[src/rtl/ps2mct_pkg.sv]
// Package for the PS/2 mouse packet cursor tracker.
// Holds the field widths, register indexes, packet bit positions and the result type.
// No dependencies.
`default_nettype none

package ps2mct_pkg;

    localparam int COORD_W   = 11;
    localparam int CFG_IDX_W = 1;
    localparam int POS_W     = COORD_W + 2;   // signed candidate coordinate

    // Configuration register indexes.
    localparam logic [CFG_IDX_W-1:0] CFG_X_LIMIT = 1'd0;
    localparam logic [CFG_IDX_W-1:0] CFG_Y_LIMIT = 1'd1;

    localparam logic [COORD_W-1:0] X_LIMIT_RESET = 11'd1023;
    localparam logic [COORD_W-1:0] Y_LIMIT_RESET = 11'd767;

    // Bit positions within the first byte of a packet.
    localparam int BIT_LEFT   = 0;
    localparam int BIT_RIGHT  = 1;
    localparam int BIT_SYNC   = 3;
    localparam int BIT_X_SIGN = 4;
    localparam int BIT_Y_SIGN = 5;
    localparam int BIT_X_OVF  = 6;
    localparam int BIT_Y_OVF  = 7;

    // Position within the open packet.
    localparam logic [1:0] CNT_IDLE   = 2'd0;
    localparam logic [1:0] CNT_FIRST  = 2'd1;
    localparam logic [1:0] CNT_SECOND = 2'd2;

    typedef struct packed {
        logic               left_btn;
        logic               right_btn;
        logic [COORD_W-1:0] cursor_x;
        logic [COORD_W-1:0] cursor_y;
        logic               moved;
        logic               overflowed;
    } result_t;

endpackage

`default_nettype wire

[src/rtl/ps2_mouse_packet_cursor_tracker_core.sv]
// Top level of the PS/2 mouse packet cursor tracker.
// Decodes three-byte mouse packets and keeps a bounded cursor; uses ps2mct_pkg.
//
// Usage:
//   Input channel (in_valid / in_stall, rx_byte, rx_error) takes one mouse byte
//   per request. Bytes with rx_error set are dropped. A packet opens on a byte
//   with bit 3 set and closes on its third byte, which produces one result on
//   the output channel (out_valid / out_stall) carrying the buttons, the cursor
//   after the move, and the moved and overflowed flags. Other bytes produce none.
//   Configuration writes (cfg_we, cfg_index, cfg_data) set x_limit and y_limit
//   and must be made only while the block is idle; the block does not enforce it.
//
//   Throughput is one byte per cycle while no closing byte is held back by a
//   stalled output. A byte is captured in an input register, then decoded and
//   applied to the cursor, and its result is registered in the output register;
//   out_valid rises when the closing byte leaves the input register.
//   When the receiver stalls, the output register holds its result; the input
//   stage keeps taking bytes until it holds a closing byte that cannot move on.
//   Reset clears the packet position and the cursor to zero and sets the limits
//   to 1023 and 767.
`default_nettype none

module ps2_mouse_packet_cursor_tracker_core
    import ps2mct_pkg::*;
(
    input  wire logic                 clk,
    input  wire logic                 rst_n,

    input  wire logic                 in_valid,
    output logic                      in_stall,
    input  wire logic [7:0]           rx_byte,
    input  wire logic                 rx_error,

    output logic                      out_valid,
    input  wire logic                 out_stall,
    output logic                      left_btn,
    output logic                      right_btn,
    output logic [COORD_W-1:0]        cursor_x,
    output logic [COORD_W-1:0]        cursor_y,
    output logic                      moved,
    output logic                      overflowed,

    input  wire logic                 cfg_we,
    input  wire logic [CFG_IDX_W-1:0] cfg_index,
    input  wire logic [COORD_W-1:0]   cfg_data
);

    logic [COORD_W-1:0] x_limit_reg;
    logic [COORD_W-1:0] y_limit_reg;

    // Input register.
    logic               in_vld_reg;
    logic [7:0]         in_byte_reg;
    logic               in_err_reg;

    // Packet state.
    logic [1:0]         byte_count_reg, byte_count_next;
    logic [7:0]         first_byte_reg, first_byte_next;
    logic [7:0]         second_byte_reg, second_byte_next;
    logic [COORD_W-1:0] cur_x_reg, cur_x_next;
    logic [COORD_W-1:0] cur_y_reg, cur_y_next;

    // Output register.
    logic               out_vld_reg;
    result_t            result_reg, result_next;

    logic               closes_packet;
    logic               out_free;
    logic               advance;
    logic signed [POS_W-1:0] dx, dy, nx, ny;
    logic               in_bounds;
    logic               ovf;

    assign closes_packet = in_vld_reg && !in_err_reg && (byte_count_reg == CNT_SECOND);
    assign out_free      = !out_vld_reg || !out_stall;
    assign advance       = in_vld_reg && (!closes_packet || out_free);
    assign in_stall      = in_vld_reg && !advance;

    always_ff @(posedge clk or negedge rst_n)
    begin
        if (!rst_n)
        begin
            x_limit_reg <= X_LIMIT_RESET;
            y_limit_reg <= Y_LIMIT_RESET;
        end
        else if (cfg_we)
        begin
            case (cfg_index)
                CFG_X_LIMIT: x_limit_reg <= cfg_data;
                CFG_Y_LIMIT: y_limit_reg <= cfg_data;
                default:     ;
            endcase
        end
    end

    always_ff @(posedge clk or negedge rst_n)
    begin
        if (!rst_n)
        begin
            in_vld_reg <= 1'b0;
        end
        else if (!in_stall)
        begin
            in_vld_reg <= in_valid;
        end
    end

    always_ff @(posedge clk)
    begin
        if (in_valid && !in_stall)
        begin
            in_byte_reg <= rx_byte;
            in_err_reg  <= rx_error;
        end
    end

    // The deltas are 9-bit two's complement: sign bit from the first byte.
    assign dx = {{(POS_W-9){first_byte_reg[BIT_X_SIGN]}}, first_byte_reg[BIT_X_SIGN],
                 second_byte_reg};
    assign dy = {{(POS_W-9){first_byte_reg[BIT_Y_SIGN]}}, first_byte_reg[BIT_Y_SIGN],
                 in_byte_reg};
    assign nx = $signed({2'b00, cur_x_reg}) + dx;
    assign ny = $signed({2'b00, cur_y_reg}) - dy;
    assign ovf = first_byte_reg[BIT_X_OVF] || first_byte_reg[BIT_Y_OVF];
    assign in_bounds = !nx[POS_W-1] && (nx[COORD_W-1:0] <= x_limit_reg) && !nx[COORD_W]
                    && !ny[POS_W-1] && (ny[COORD_W-1:0] <= y_limit_reg) && !ny[COORD_W];

    always_comb
    begin
        byte_count_next  = byte_count_reg;
        first_byte_next  = first_byte_reg;
        second_byte_next = second_byte_reg;
        cur_x_next       = cur_x_reg;
        cur_y_next       = cur_y_reg;
        result_next      = result_reg;

        if (advance && !in_err_reg)
        begin
            case (byte_count_reg)
                CNT_IDLE:
                begin
                    if (in_byte_reg[BIT_SYNC])
                    begin
                        first_byte_next = in_byte_reg;
                        byte_count_next = CNT_FIRST;
                    end
                end
                CNT_FIRST:
                begin
                    second_byte_next = in_byte_reg;
                    byte_count_next  = CNT_SECOND;
                end
                CNT_SECOND:
                begin
                    byte_count_next = CNT_IDLE;
                    if (!ovf && in_bounds)
                    begin
                        cur_x_next = nx[COORD_W-1:0];
                        cur_y_next = ny[COORD_W-1:0];
                    end
                    result_next.left_btn     = first_byte_reg[BIT_LEFT];
                    result_next.right_btn    = first_byte_reg[BIT_RIGHT];
                    result_next.cursor_x     = (!ovf && in_bounds) ? nx[COORD_W-1:0]
                                                                   : cur_x_reg;
                    result_next.cursor_y     = (!ovf && in_bounds) ? ny[COORD_W-1:0]
                                                                   : cur_y_reg;
                    result_next.moved        = !ovf && in_bounds;
                    result_next.overflowed   = ovf;
                end
                default:
                begin
                    byte_count_next = CNT_IDLE;
                end
            endcase
        end
    end

    always_ff @(posedge clk or negedge rst_n)
    begin
        if (!rst_n)
        begin
            byte_count_reg  <= CNT_IDLE;
            first_byte_reg  <= '0;
            second_byte_reg <= '0;
            cur_x_reg       <= '0;
            cur_y_reg       <= '0;
            out_vld_reg     <= 1'b0;
        end
        else
        begin
            byte_count_reg  <= byte_count_next;
            first_byte_reg  <= first_byte_next;
            second_byte_reg <= second_byte_next;
            cur_x_reg       <= cur_x_next;
            cur_y_reg       <= cur_y_next;
            if (advance && closes_packet)
            begin
                out_vld_reg <= 1'b1;
            end
            else if (!out_stall)
            begin
                out_vld_reg <= 1'b0;
            end
        end
    end

    always_ff @(posedge clk)
    begin
        result_reg <= result_next;
    end

    assign out_valid    = out_vld_reg;
    assign left_btn     = result_reg.left_btn;
    assign right_btn    = result_reg.right_btn;
    assign cursor_x     = result_reg.cursor_x;
    assign cursor_y     = result_reg.cursor_y;
    assign moved        = result_reg.moved;
    assign overflowed   = result_reg.overflowed;

endmodule

`default_nettype wire
[config.mk]
export PLATFORM = sky130hd
export DESIGN_NAME = ps2_mouse_packet_cursor_tracker_core
export DESIGN_NICKNAME = d
export VERILOG_FILES = /design/src/rtl/ps2mct_pkg.sv /design/src/rtl/ps2_mouse_packet_cursor_tracker_core.sv
export SDC_FILE = /design/constraint.sdc
export NUM_CORES = 1
export LEC_CHECK = 0
export BUFFER_PORTS_ARGS = -buffer_cell sky130_fd_sc_hd__buf_4
export CAP_MARGIN = 20
export CORE_MARGIN = 2
export CORE_UTILIZATION = 61
export CTS_BUF_LIST = sky130_fd_sc_hd__clkbuf_4 sky130_fd_sc_hd__clkbuf_8
export CTS_CLUSTER_DIAMETER = 120
export CTS_CLUSTER_SIZE = 28
export DETAILED_ROUTE_END_ITERATION = 7
export GPL_TIMING_DRIVEN = 0
export PLACE_DENSITY = 0.8
export SETUP_SLACK_MARGIN = 0.2
export SLEW_MARGIN = 25
export SYNTH_ARGS = -nofsm -noshare
export SYNTH_HDL_FRONTEND = slang
export SYNTH_SLANG_ARGS = --single-unit
[constraint.sdc]
create_clock -name clk -period 5.95 [get_ports clk]
set_clock_uncertainty 0.15 [all_clocks]
set_input_delay 1.4875 -clock clk [delete_from_list [all_inputs] [get_ports clk]]
set_output_delay 1.4875 -clock clk [all_outputs]
set_load 0.005 [all_outputs]
==> results of run 1 <==
## critical path: cells and delay by family (launching register included)
| family | cells | cell delay [ns] |
|---|---|---|
| compound gates | 7 | 1.91 |
| fa+ha+maj | 3 | 0.92 |
| simple gates | 5 | 0.63 |
| buf+inv | 4 | 0.47 |
| flops | 1 | 0.39 |
| mux | 1 | 0.31 |
| xor+xnor | 1 | 0.24 |
## metal layers
layer,wire length (um),up-vias,track usage (%)
met1,4900,1760,31.3
met4,309,0,10.7
li1,-,1754,-
met2,5410,101,41.3
met5,0,-,0
met3,455,24,3.53
## worst max path at each step
| stage | from | to | cells past startpoint |
|---|---|---|---|
| after global placement | in_byte_reg[0] | cursor_x[3] | 20 |
| after floorplan | cur_y_reg[0] | cursor_x[2] | 21 |
| after CTS | cur_y_reg[0] | cursor_y[9] | 21 |
| after detailed placement | cur_y_reg[0] | cursor_y[9] | 21 |
| after global routing | in_byte_reg[0] | cursor_x[1] | 20 |
| final | cur_y_reg[0] | cursor_x[3] | 21 |
## repair_timing
action | 4_1_cts | 5_1_grt
setup endpoints to repair | 0 | 42
gates resized for setup | 0 | 2
setup buffers | 0 | 0
## logic make-up (layout without fill, tap and decap cells)
kind of cell	Yosys count	after routing	synth area share (%)
XOR/XNOR	16	16	2.63
buffers and inverters	50	120	3.96
AO/OA/AOI/OAI	96	96	11.3
multiplexers	60	60	13.7
AND/OR/NAND/NOR	84	84	7.67
adder cells (fa/ha/maj)	48	48	11.5
flip-flops	97	97	49.2
## through the flow
stage,hold WS [ns],worst slack (ns)
after detailed placement,0.296,0.434
after global placement,0.285,0.542
after global routing,0.325,0.339
after floorplan,0.269,1.16
final,0.316,0.683
after CTS,0.319,0.381
## final cells by class
type	instances	area [sq um]	share of cell area, %
plain buffers	9	57.6	0.944
clock buffers	9	124	2.03
clock inverters	7	53.8	0.882
inverters	41	154	2.52
multi-input cells	304	2520	41.4
flip-flops and latches	97	2630	43.1
well taps	108	135	2.22
repair buffers	54	425	6.98
## power by group
part / switching, mW / internal, mW / leakage, nW / total [mW]
logic: 0.752 / 0.608 / 1.66 / 1.36
registers: 0.0935 / 0.863 / 1.08 / 0.957
clock network: 0.237 / 0.155 / 0.0822 / 0.392
total: 1.08 / 1.63 / 2.82 / 2.71
## placed cells by master (no fill, tap or decap), types with 5 or more instances in the layout
cell                       Yosys  routed
sky130_fd_sc_hd__dfrtp_1      43      43
sky130_fd_sc_hd__o21ai_0      35      35
sky130_fd_sc_hd__nand2_1      32      32
sky130_fd_sc_hd__nor2_1       17      17
sky130_fd_sc_hd__clkbuf_8      0       9
sky130_fd_sc_hd__dfstp_2      19      19
sky130_fd_sc_hd__edfxtp_1     35      35
sky130_fd_sc_hd__buf_4         2      55
sky130_fd_sc_hd__a21oi_1      21      20
sky130_fd_sc_hd__inv_1        41      41
sky130_fd_sc_hd__nor3_1        5       5
sky130_fd_sc_hd__mux2_2       43      43
sky130_fd_sc_hd__a21o_1        8       8
sky130_fd_sc_hd__xnor2_1      13      13
sky130_fd_sc_hd__ha_1         46      46
sky130_fd_sc_hd__nand2b_1      6       6
sky130_fd_sc_hd__mux2_4       15      15
==> summary by stage, run 1 <==
Clock network
The clock net in this run drives a total of 97 sinks. The CTS tree is built. The maximum clock insertion buffer count is 2.

The clock transition at the registers of the reported paths is 0.10 ns. The count of hold-fix buffers inserted at cts is 0. At the later pin of the worst-skew pair, clock insertion delay measures 0.36 ns. The number of buffers added by the clock tree synthesis step is 9. The root buffer cell chosen for the clock tree is sky130_fd_sc_hd__clkbuf_8. The total number of H-tree levels is 3.

STA
Setup repair after global routing left no endpoint under its margin. The transition at the pin with the smallest max-transition slack is 0.928 ns. The final worst-path cycle share is 88.5%. The final-layout setup total negative slack is 0 ns.

The final count of hold timing violations is 0. The maximum clock rate is 190 MHz. The count of pins over their slew limit is 0. Headroom to the max-slew limit came out at 38.0%. Setup violations remaining at the end of the flow were counted as 0.

The worst path needs 5.27 ns of the cycle, external delays included.

Logic synthesis
The synthesized instance count is 451. The post-synthesis sequential element count is 97. The post-synthesis cell type with the largest combined area is sky130_fd_sc_hd__dfrtp_1. The post-synthesis instance area is 5340 sq um. Counting flops with an async set or reset pin after synthesis yields a share of 63.9%. The cell with the most instances after synthesis is sky130_fd_sc_hd__ha_1. The post-synthesis cell type count is 53. By count the netlist is led by sky130_fd_sc_hd__ha_1, sky130_fd_sc_hd__dfrtp_1, sky130_fd_sc_hd__mux2_2. In this run the biggest area consumer among cell types represents 20.2% of the synthesized area. The total nets after synthesis is 525. The number of flops mapped to enable cells by yosys is 35. Among all flip-flop cells after synthesis, the most frequent one is sky130_fd_sc_hd__dfrtp_1. The sequential element share of the synthesized area is 49.2%. During synthesis, Yosys emitted a total of 0 warnings. A synthesized cell averages 11.8 sq um.

By area the synthesized netlist is led by sky130_fd_sc_hd__dfrtp_1, sky130_fd_sc_hd__edfxtp_1, sky130_fd_sc_hd__ha_1.

Global route
The number of global-route vias before repair is 3837. Global routing finished with a remaining overflow of 0. Entering global routing, the biggest net connects 63 pins. The number of antenna violations at the first check in global routing is 0. Global routing used 24.4% of the available tracks.

The wire length of the first global-routing pass is 18300 um.

Final layout
The final net count is 590. The post-route non-filler standard cell count is 629. Measured on the finished design, the core utilization comes to 71.0%. Relative to the synthesized area, the layout overhead comes to 14.3%. The ratio of cells with drive above 1 in the final layout is 31.7%. The count of inserted antenna diode cells is 0.

The finished cells cover 6100 sq um. After filler insertion, the fill cell instance count of the layout stands at 644.

Routing
The number of vias per cell is 5.79. The number of nets with antenna violations after routing is 0. After detailed routing, the total wire length is 11100 um.

Dividing the detail-routed wire length by the instance count gives 17.6 um. The first-iteration detailed-routing DRC count is 176. The number of iterations in the first detailed-routing pass is 4. For this run, design rule violations remaining after detail routing come to 0. The via total after detailed routing is 3639.

Floorplan
The number of placed I/O pins is 54. The die is 97.5 um tall. In this run the standard cell core region covers 8590 sq um.

The die covers 9510 sq um. The die boundary width is 97.5 um. In this run the core area contains 34 standard-cell rows. For this configuration, the core starts out at a cell density of 62.1%.

Setup path
Walking the worst path, the cells encountered are inv_1, ha_1, inv_1, fa_1, a211oi_1, nor2_1, o311ai_2, nand2b_1, a21oi_1, xnor2_1, ha_1, nand4_1, nor2_1, a2111oi_0, o21ai_0, a31o_2, a311o_1, or2_1, buf_2, buf_6, mux2_4. STA puts the critical path data arrival time at 5.23 ns. The library cell contributing the largest single delay on the critical path is sky130_fd_sc_hd__fa_1. The maximum fanout along the worst path is 10.

The maximum single-stage delay on the critical path is 0.43 ns. The reg-to-reg endpoint is cursor_x[3]. The worst register-to-register path has a depth of 21. The worst setup path is captured at a flip-flop. The origin of the critical flop-to-flop path is cur_y_reg[0]. The start-to-end type of the worst setup path is reg2reg. At the worst endpoint, the required time is 5.92 ns. The reg-to-reg setup timing slack is 0.68 ns. STA classifies the critical path startpoint as a flip-flop.

Power and ir drop
The peak supply drop is 0.203 mV. The design draws 2.71 mW. In this run the static leakage power is 2.82 nW. The total power density per cell area is 444 nW/um^2.

Placement
The placed wire-length estimate after detailed placement is 8480 um. The number of buffer cells added on primary ports is 53. The routability-driven placement congestion ratio is 0.847. The cell count after placement is 613. Once placement finished, the instance area stood at 5910 sq um.

Hold path
The type of the most critical hold path is reg2reg. Along the worst hold path, the cell count comes to 0. The startpoint identified for the worst hold timing path is first_byte_reg[1]. The hold path endpoint is right_btn.

Job
The max capacitance violation total is 0.

Status
The run finished with clean final reports.
(Power assumes the default switching activity.)
==> run 2, diff against run 1 <==
Settings changed: PLACE_DENSITY 0.8 to 0.94.
==> summary by stage, run 2 (synthesized netlist as in run 1, its figures left out) <==
Setup path
The reg-to-reg endpoint is cursor_y[4] (was cursor_x[3]). The required time of the critical path is 5.94 ns (was 5.92 ns). The endpoint class of the critical path was a flip-flop (unchanged).

The critical path launch point type is a flip-flop (unchanged). The maximum fanout along the worst path is 10 (unchanged). The start-to-end type of the worst setup path is reg2reg (unchanged). Cell chain of the critical path: ha_1, inv_1, fa_1, a211oi_1, nor2_1, o311ai_2, nand2b_1, a21oi_1, xnor2_1, ha_1, nand4_1, nor2_1, a2111oi_0, o21ai_0, a31o_2, a311o_1, or2_1, buf_2, buf_6, mux2_4 (was inv_1, ha_1, inv_1, fa_1, a211oi_1, nor2_1, o311ai_2, nand2b_1, a21oi_1, xnor2_1, ha_1, nand4_1, nor2_1, a2111oi_0, o21ai_0, a31o_2, a311o_1, or2_1, buf_2, buf_6, mux2_4). The library cell contributing the largest single delay on the critical path is sky130_fd_sc_hd__edfxtp_1 (was sky130_fd_sc_hd__fa_1). The maximum single-stage delay on the critical path is 0.44 ns (was 0.43 ns). The arrival time of the worst setup path is 5.28 ns (was 5.23 ns). The number of cells on the worst reg-to-reg path came to 20 (was 21). The kind of cell adding the most delay to the critical path is compound AO/OA/AOI/OAI gates (unchanged).

The number of buffers and inverters on the critical path is 3 (was 4). The origin of the critical flop-to-flop path is in_byte_reg[0] (was cur_y_reg[0]). The reg-to-reg setup timing slack is 0.66 ns (was 0.68 ns).

Hold path
The critical hold path startpoint is first_byte_reg[0] (was first_byte_reg[1]). The type of the most critical hold path is reg2reg (unchanged). The number of instances on the worst hold path is 0 (unchanged). The hold path endpoint is left_btn (was right_btn).

Floorplan
The initial core utilization is 62.1% (unchanged). The die boundary width was 97.5 um (unchanged). The number of placed I/O pins is 54 (unchanged). The die area came to 9510 sq um (unchanged). The placement row count is 34 (unchanged). The standard cell core area is 8590 sq um (unchanged). The die span in y came to 97.5 um (unchanged).

Routing
The detailed-route DRC error count is 0 (unchanged). The total wire length came to 11300 um (was 11100 um). The via total after detailed routing is 3705 (was 3639). The first-iteration detailed-routing DRC count is 247 (was 176).

The number of nets with antenna violations after routing came to 0 (unchanged). The number of vias per cell was 5.89 (was 5.79). The number of iterations in the first detailed-routing pass is 4 (unchanged). The final routed wire length divided by cell count is 18.0 um (was 17.6 um).

STA
The final worst setup slack is 0.662 ns (was 0.683 ns). The worst-case headroom to the max-slew limit is 37.5% (was 38.0%). The transition at the pin with the smallest max-transition slack came to 0.936 ns (was 0.928 ns). Unrepaired setup endpoints after global routing: no (unchanged). The final number of setup-violating endpoints is 0 (unchanged). The final worst-path cycle share is 88.9% (was 88.5%). The final count of hold timing violations is 0 (unchanged).

The count of pins over their slew limit is 0 (unchanged). The maximum clock rate was 189 MHz (was 190 MHz). The shortest period the worst path allows is 5.29 ns (was 5.27 ns). The worst hold slack after final layout is 0.309 ns (was 0.316 ns). The final-layout setup total negative slack is 0 ns (unchanged).

Clock network
The buffer type at the clock tree root is sky130_fd_sc_hd__clkbuf_8 (unchanged). The buffer count from post-CTS setup fixing is 0 (unchanged). The number of sinks handled by clock tree synthesis is 97 (unchanged). The total number of H-tree levels is 3 (unchanged). The clock insertion delay at the later pin of the skew report was 0.38 ns (was 0.36 ns). The clock transition at the registers of the reported paths is 0.10 ns (about the same).

The CTS tree is built (unchanged). The maximum clock insertion buffer count is 2 (unchanged). The number of buffers added by the clock tree synthesis step is 9 (unchanged).

Final layout
The post-route non-filler standard cell count came to 629 (unchanged). The ratio of cells with drive above 1 in the final layout is 31.7% (unchanged). The area growth from synthesis to layout is 15.1% (was 14.3%). Commonest non-fill, non-tap cells in the layout: sky130_fd_sc_hd__buf_4, sky130_fd_sc_hd__ha_1, sky130_fd_sc_hd__mux2_2, sky130_fd_sc_hd__dfrtp_1, sky130_fd_sc_hd__inv_1 (unchanged). The summed area of non-filler cells in the final layout was 6140 sq um (was 6100 sq um). The commonest non-fill, non-tap cell in the layout is sky130_fd_sc_hd__buf_4 (unchanged). The final net count is 590 (unchanged). The final core utilization is 71.4% (was 71.0%).

The count of inserted antenna diode cells is 0 (unchanged).

Job
The max capacitance violation total is 0 (unchanged).

Placement
The instance area after placement was 5910 sq um (unchanged). The routability-driven placement congestion ratio is 0.923 (was 0.847). The number of buffer cells added on primary ports is 53 (unchanged). The cell count after placement is 613 (unchanged). The worst-case setup slack after placement was 0.457 ns (was 0.434 ns). The placed wire-length estimate after detailed placement is 8630 um (was 8480 um).

Global route
The number of antenna violations at the first check in global routing was 0 (unchanged). The number of global-route vias before repair is 3866 (was 3837). The combined global-route utilization of all metal layers is 25.1% (was 24.4%). The wire length of the first global-routing pass is 18800 um (was 18300 um). The largest net degree at the start of global routing is 63 (unchanged).

The total congestion overflow came to 0 (unchanged).

Status
Result of the run: finished clean (unchanged).

Power and ir drop
The post-layout total power is 2.80 mW (was 2.71 mW). The peak supply drop was 0.241 mV (was 0.203 mV). The cell leakage power is 2.85 nW (was 2.82 nW).

The total power density per cell area is 456 nW/um^2 (was 444 nW/um^2).
## run 2: cell types whose count changed in the layout (fill, tap and decap cells not counted)
cell / delta
sky130_fd_sc_hd__inv_6: -2
sky130_fd_sc_hd__clkbuf_4: +2
sky130_fd_sc_hd__bufinv_16: +2
sky130_fd_sc_hd__clkinvlp_4: -1
sky130_fd_sc_hd__clkinv_4: -1
## run 2: power breakdown
group	total (mW)	internal, mW	switching, mW
clock network	0.476	0.246	0.230
registers	0.952	0.863	0.0891
logic	1.37	0.610	0.761
## run 2: metal layers
metal / part of all wire, % / global-route usage, % / up-vias / wire [um]
li1: - / - / 1756 / -
met1: 41 / 32.5 / 1811 / 4690
met2: 50 / 42.8 / 121 / 5660
met3: 6.7 / 3.67 / 17 / 759
met4: 1.9 / 9.83 / 0 / 210
met5: 0 / 0 / - / 0
## run 2: worst reg2reg max path, stage by stage, from the launching register on
cell,delay [ns]
sky130_fd_sc_hd__edfxtp_1,0.44
sky130_fd_sc_hd__ha_1,0.21
sky130_fd_sc_hd__inv_1,0.06
sky130_fd_sc_hd__fa_1,0.42
sky130_fd_sc_hd__a211oi_1,0.23
sky130_fd_sc_hd__nor2_1,0.12
sky130_fd_sc_hd__o311ai_2,0.32
sky130_fd_sc_hd__nand2b_1,0.12
sky130_fd_sc_hd__a21oi_1,0.19
sky130_fd_sc_hd__xnor2_1,0.22
sky130_fd_sc_hd__ha_1,0.33
sky130_fd_sc_hd__nand4_1,0.11
sky130_fd_sc_hd__nor2_1,0.07
sky130_fd_sc_hd__a2111oi_0,0.33
sky130_fd_sc_hd__o21ai_0,0.18
sky130_fd_sc_hd__a31o_2,0.30
sky130_fd_sc_hd__a311o_1,0.37
sky130_fd_sc_hd__or2_1,0.25
sky130_fd_sc_hd__buf_2,0.16
sky130_fd_sc_hd__buf_6,0.18
sky130_fd_sc_hd__mux2_4,0.31
## run 2: worst max path at each step
stage,startpoint,to,cells past startpoint
3_5_place_dp,in_byte_reg[0],cursor_y[4],20
5_1_grt,in_byte_reg[0],cur_y_reg[2],19
6_report,in_byte_reg[0],cursor_y[4],20
3_3_place_gp,in_byte_reg[0],cursor_x[2],20
2_1_floorplan,cur_y_reg[0],cursor_x[2],21
4_1_cts,in_byte_reg[0],cursor_y[4],20
## run 2: final cells by class
cell class | instances | area (sq um)
multi-input combinational | 304 | 2520
fill | 586 | 2450
inverter | 41 | 154
clock buffer | 11 | 139
sequential | 97 | 2630
tap | 108 | 135
buffer | 9 | 57.6
timing repair buffer | 54 | 425
clock inverter | 5 | 80.1
## run 2: what timing repair did
item,CTS,global route
hold buffers,0,0
gates resized for setup,0,2
setup endpoints to repair,0,42
==> run 3, diff against run 2 <==
Settings changed: CORE_MARGIN 2 to default, GPL_ROUTABILITY_DRIVEN from default to 1.
==> summary by stage, run 3 (synthesized netlist as in run 1, its figures left out) <==
Clock network
The clock transition at the registers of the reported paths was 0.09 ns (was 0.10 ns). The number of buffers added by the clock tree synthesis step is 9 (unchanged). The number of sinks handled by clock tree synthesis is 97 (unchanged).

The CTS tree was built (unchanged). The total number of H-tree levels is 3 (unchanged). The clock insertion delay at the later pin of the skew report is 0.38 ns (about the same). The maximum clock insertion buffer count was 2 (unchanged). The count of hold-fix buffers inserted at cts is 0 (unchanged). The buffer type at the clock tree root is sky130_fd_sc_hd__clkbuf_8 (unchanged).

Routing
The via total after detailed routing is 3909 (was 3705). The detailed-route DRC error count was 0 (unchanged). The number of vias per cell is 6.23 (was 5.89). The first-iteration detailed-routing DRC count is 271 (was 247). The total wire length is 12400 um (was 11300 um).

The final routed wire length divided by cell count is 19.7 um (was 18.0 um). The number of nets with antenna violations after routing is 0 (unchanged). The number of iterations in the first detailed-routing pass was 5 (was 4).

STA
The count of pins over their slew limit is 0 (unchanged). Unrepaired setup endpoints after global routing: no (unchanged). The transition at the pin with the smallest max-transition slack came to 0.962 ns (was 0.936 ns).

The maximum clock rate came to 175 MHz (was 189 MHz). The shortest period the worst path allows is 5.71 ns (was 5.29 ns). The worst hold slack after final layout came to 0.310 ns (was 0.309 ns). The final-layout setup total negative slack is 0 ns (unchanged).

The final worst setup slack is 0.243 ns (was 0.662 ns). The final count of hold timing violations was 0 (unchanged). The final worst-path cycle share was 95.9% (was 88.9%). The final number of setup-violating endpoints was 0 (unchanged). The worst-case headroom to the max-slew limit is 35.7% (was 37.5%).

Final layout
The area growth from synthesis to layout is 14.7% (was 15.1%). The final net count came to 591 (was 590). Commonest non-fill, non-tap cells in the layout: sky130_fd_sc_hd__buf_4, sky130_fd_sc_hd__ha_1, sky130_fd_sc_hd__mux2_2, sky130_fd_sc_hd__dfrtp_1, sky130_fd_sc_hd__inv_1 (unchanged). The count of inserted antenna diode cells is 0 (unchanged). The ratio of cells with drive above 1 in the final layout was 31.8% (was 31.7%). The post-route non-filler standard cell count is 627 (was 629). The number of filler cells placed in the layout is 520 (was 586). The commonest non-fill, non-tap cell in the layout was sky130_fd_sc_hd__buf_4 (unchanged).

Status
Result of the run: finished clean (unchanged).

Job
The max capacitance violation total came to 0 (unchanged).

Floorplan
The die area is 9130 sq um (was 9510 sq um). The die span in y was 95.5 um (was 97.5 um). The number of placed I/O pins is 54 (unchanged). The die boundary width is 95.5 um (was 97.5 um). The placement row count was 33 (was 34).

The initial core utilization came to 64.0% (was 62.1%). The standard cell core area came to 8340 sq um (was 8590 sq um).

Power and ir drop
The cell leakage power is 2.86 nW (was 2.85 nW). The peak supply drop came to 0.227 mV (was 0.241 mV). The total power density per cell area is 452 nW/um^2 (was 456 nW/um^2). The post-layout total power came to 2.77 mW (was 2.80 mW).

Setup path
The maximum fanout along the worst path is 10 (unchanged). The endpoint class of the critical path was a flip-flop (unchanged). The start-to-end type of the worst setup path was reg2reg (unchanged). The critical path launch point type is a flip-flop (unchanged). The required time of the critical path is 5.93 ns (was 5.94 ns).

The arrival time of the worst setup path came to 5.69 ns (was 5.28 ns).

Placement
The placed wire-length estimate after detailed placement is 9090 um (was 8630 um). The number of buffer cells added on primary ports is 53 (unchanged). The cell count after placement was 610 (was 613). The worst-case setup slack after placement is 0.156 ns (was 0.457 ns). The routability-driven placement congestion ratio came to 0.915 (was 0.923).

Global route
The number of antenna violations at the first check in global routing was 0 (unchanged). The wire length of the first global-routing pass is 19800 um (was 18800 um). The number of global-route vias before repair is 4079 (was 3866).

The largest net degree at the start of global routing came to 63 (unchanged). The combined global-route utilization of all metal layers is 29.2% (was 25.1%). The total congestion overflow came to 0 (unchanged).

Hold path
The type of the most critical hold path is reg2reg (unchanged).
-- run 3: layout make-up --
class	count	area [sq um]	area share (%)
tap	105	131	2.15
clock inverter	4	26.3	0.429
multi-input combinational	304	2530	41.3
sequential	97	2630	42.9
buffer	9	57.6	0.940
inverter	41	154	2.51
clock buffer	12	165	2.70
timing repair buffer	55	433	7.07
-- run 3: worst paths after layout --
path / slack [ns] / cells after the start / to / start
min in group asynchronous: 1.04 / 1 / cur_y_reg[4] / rst_n
min: 0.31 / 0 / right_btn / first_byte_reg[1]
max in group asynchronous: 4.08 / 1 / cur_x_reg[10] / rst_n
max reg2reg: 0.24 / 21 / cursor_x[3] / cur_y_reg[0]
max: 0.24 / 21 / cursor_x[3] / cur_y_reg[0]
min reg2reg: 0.31 / 0 / right_btn / first_byte_reg[1]
-- run 3: power by group --
part / internal [mW] / total, mW / switching, mW
registers: 0.863 / 0.964 / 0.101
clock network: 0.186 / 0.418 / 0.232
logic: 0.618 / 1.39 / 0.769
-- run 3: critical path, stage by stage, from the launching register on --
cell                        delay, ns
sky130_fd_sc_hd__dfrtp_1         0.39
sky130_fd_sc_hd__inv_1           0.12
sky130_fd_sc_hd__ha_1            0.22
sky130_fd_sc_hd__inv_1           0.07
sky130_fd_sc_hd__fa_1            0.44
sky130_fd_sc_hd__a211oi_1        0.26
sky130_fd_sc_hd__nor2_1          0.13
sky130_fd_sc_hd__o311ai_2        0.39
sky130_fd_sc_hd__nand2b_1        0.10
sky130_fd_sc_hd__a21oi_1         0.18
sky130_fd_sc_hd__xnor2_1         0.21
sky130_fd_sc_hd__ha_1            0.33
sky130_fd_sc_hd__nand4_1         0.11
sky130_fd_sc_hd__nor2_1          0.08
sky130_fd_sc_hd__a2111oi_1       0.44
sky130_fd_sc_hd__o21ai_0         0.22
sky130_fd_sc_hd__a31o_2          0.30
sky130_fd_sc_hd__a311o_1         0.38
sky130_fd_sc_hd__or2_1           0.25
sky130_fd_sc_hd__buf_2           0.18
sky130_fd_sc_hd__buf_6           0.19
sky130_fd_sc_hd__mux2_4          0.31
-- run 3: layer usage --
| layer | track usage [%] | vias to the layer above | share of wire [%] |
|---|---|---|---|
| li1 | - | 1751 | - |
| met1 | 35.3 | 1913 | 38 |
| met2 | 48.8 | 206 | 50 |
| met3 | 7.58 | 39 | 8.9 |
| met4 | 13.7 | 0 | 3.3 |
| met5 | 0 | - | 0 |
-- run 3: repair_timing --
action | in CTS | in global routing
setup buffers | 0 | 1
pin swaps | 0 | 1
gates cloned | 0 | 0
setup endpoints to repair | 33 | 43
gates resized for setup | 1 | 3
-- run 3: through the flow --
step / instance area [sq um] / util [%]
floorplan: 5340 / -
global placement: 5870 / 70.3
detailed placement: 5910 / 70.9
CTS: 6100 / 73.1
global route: 6120 / 73.4
finish: 6120 / 73.4
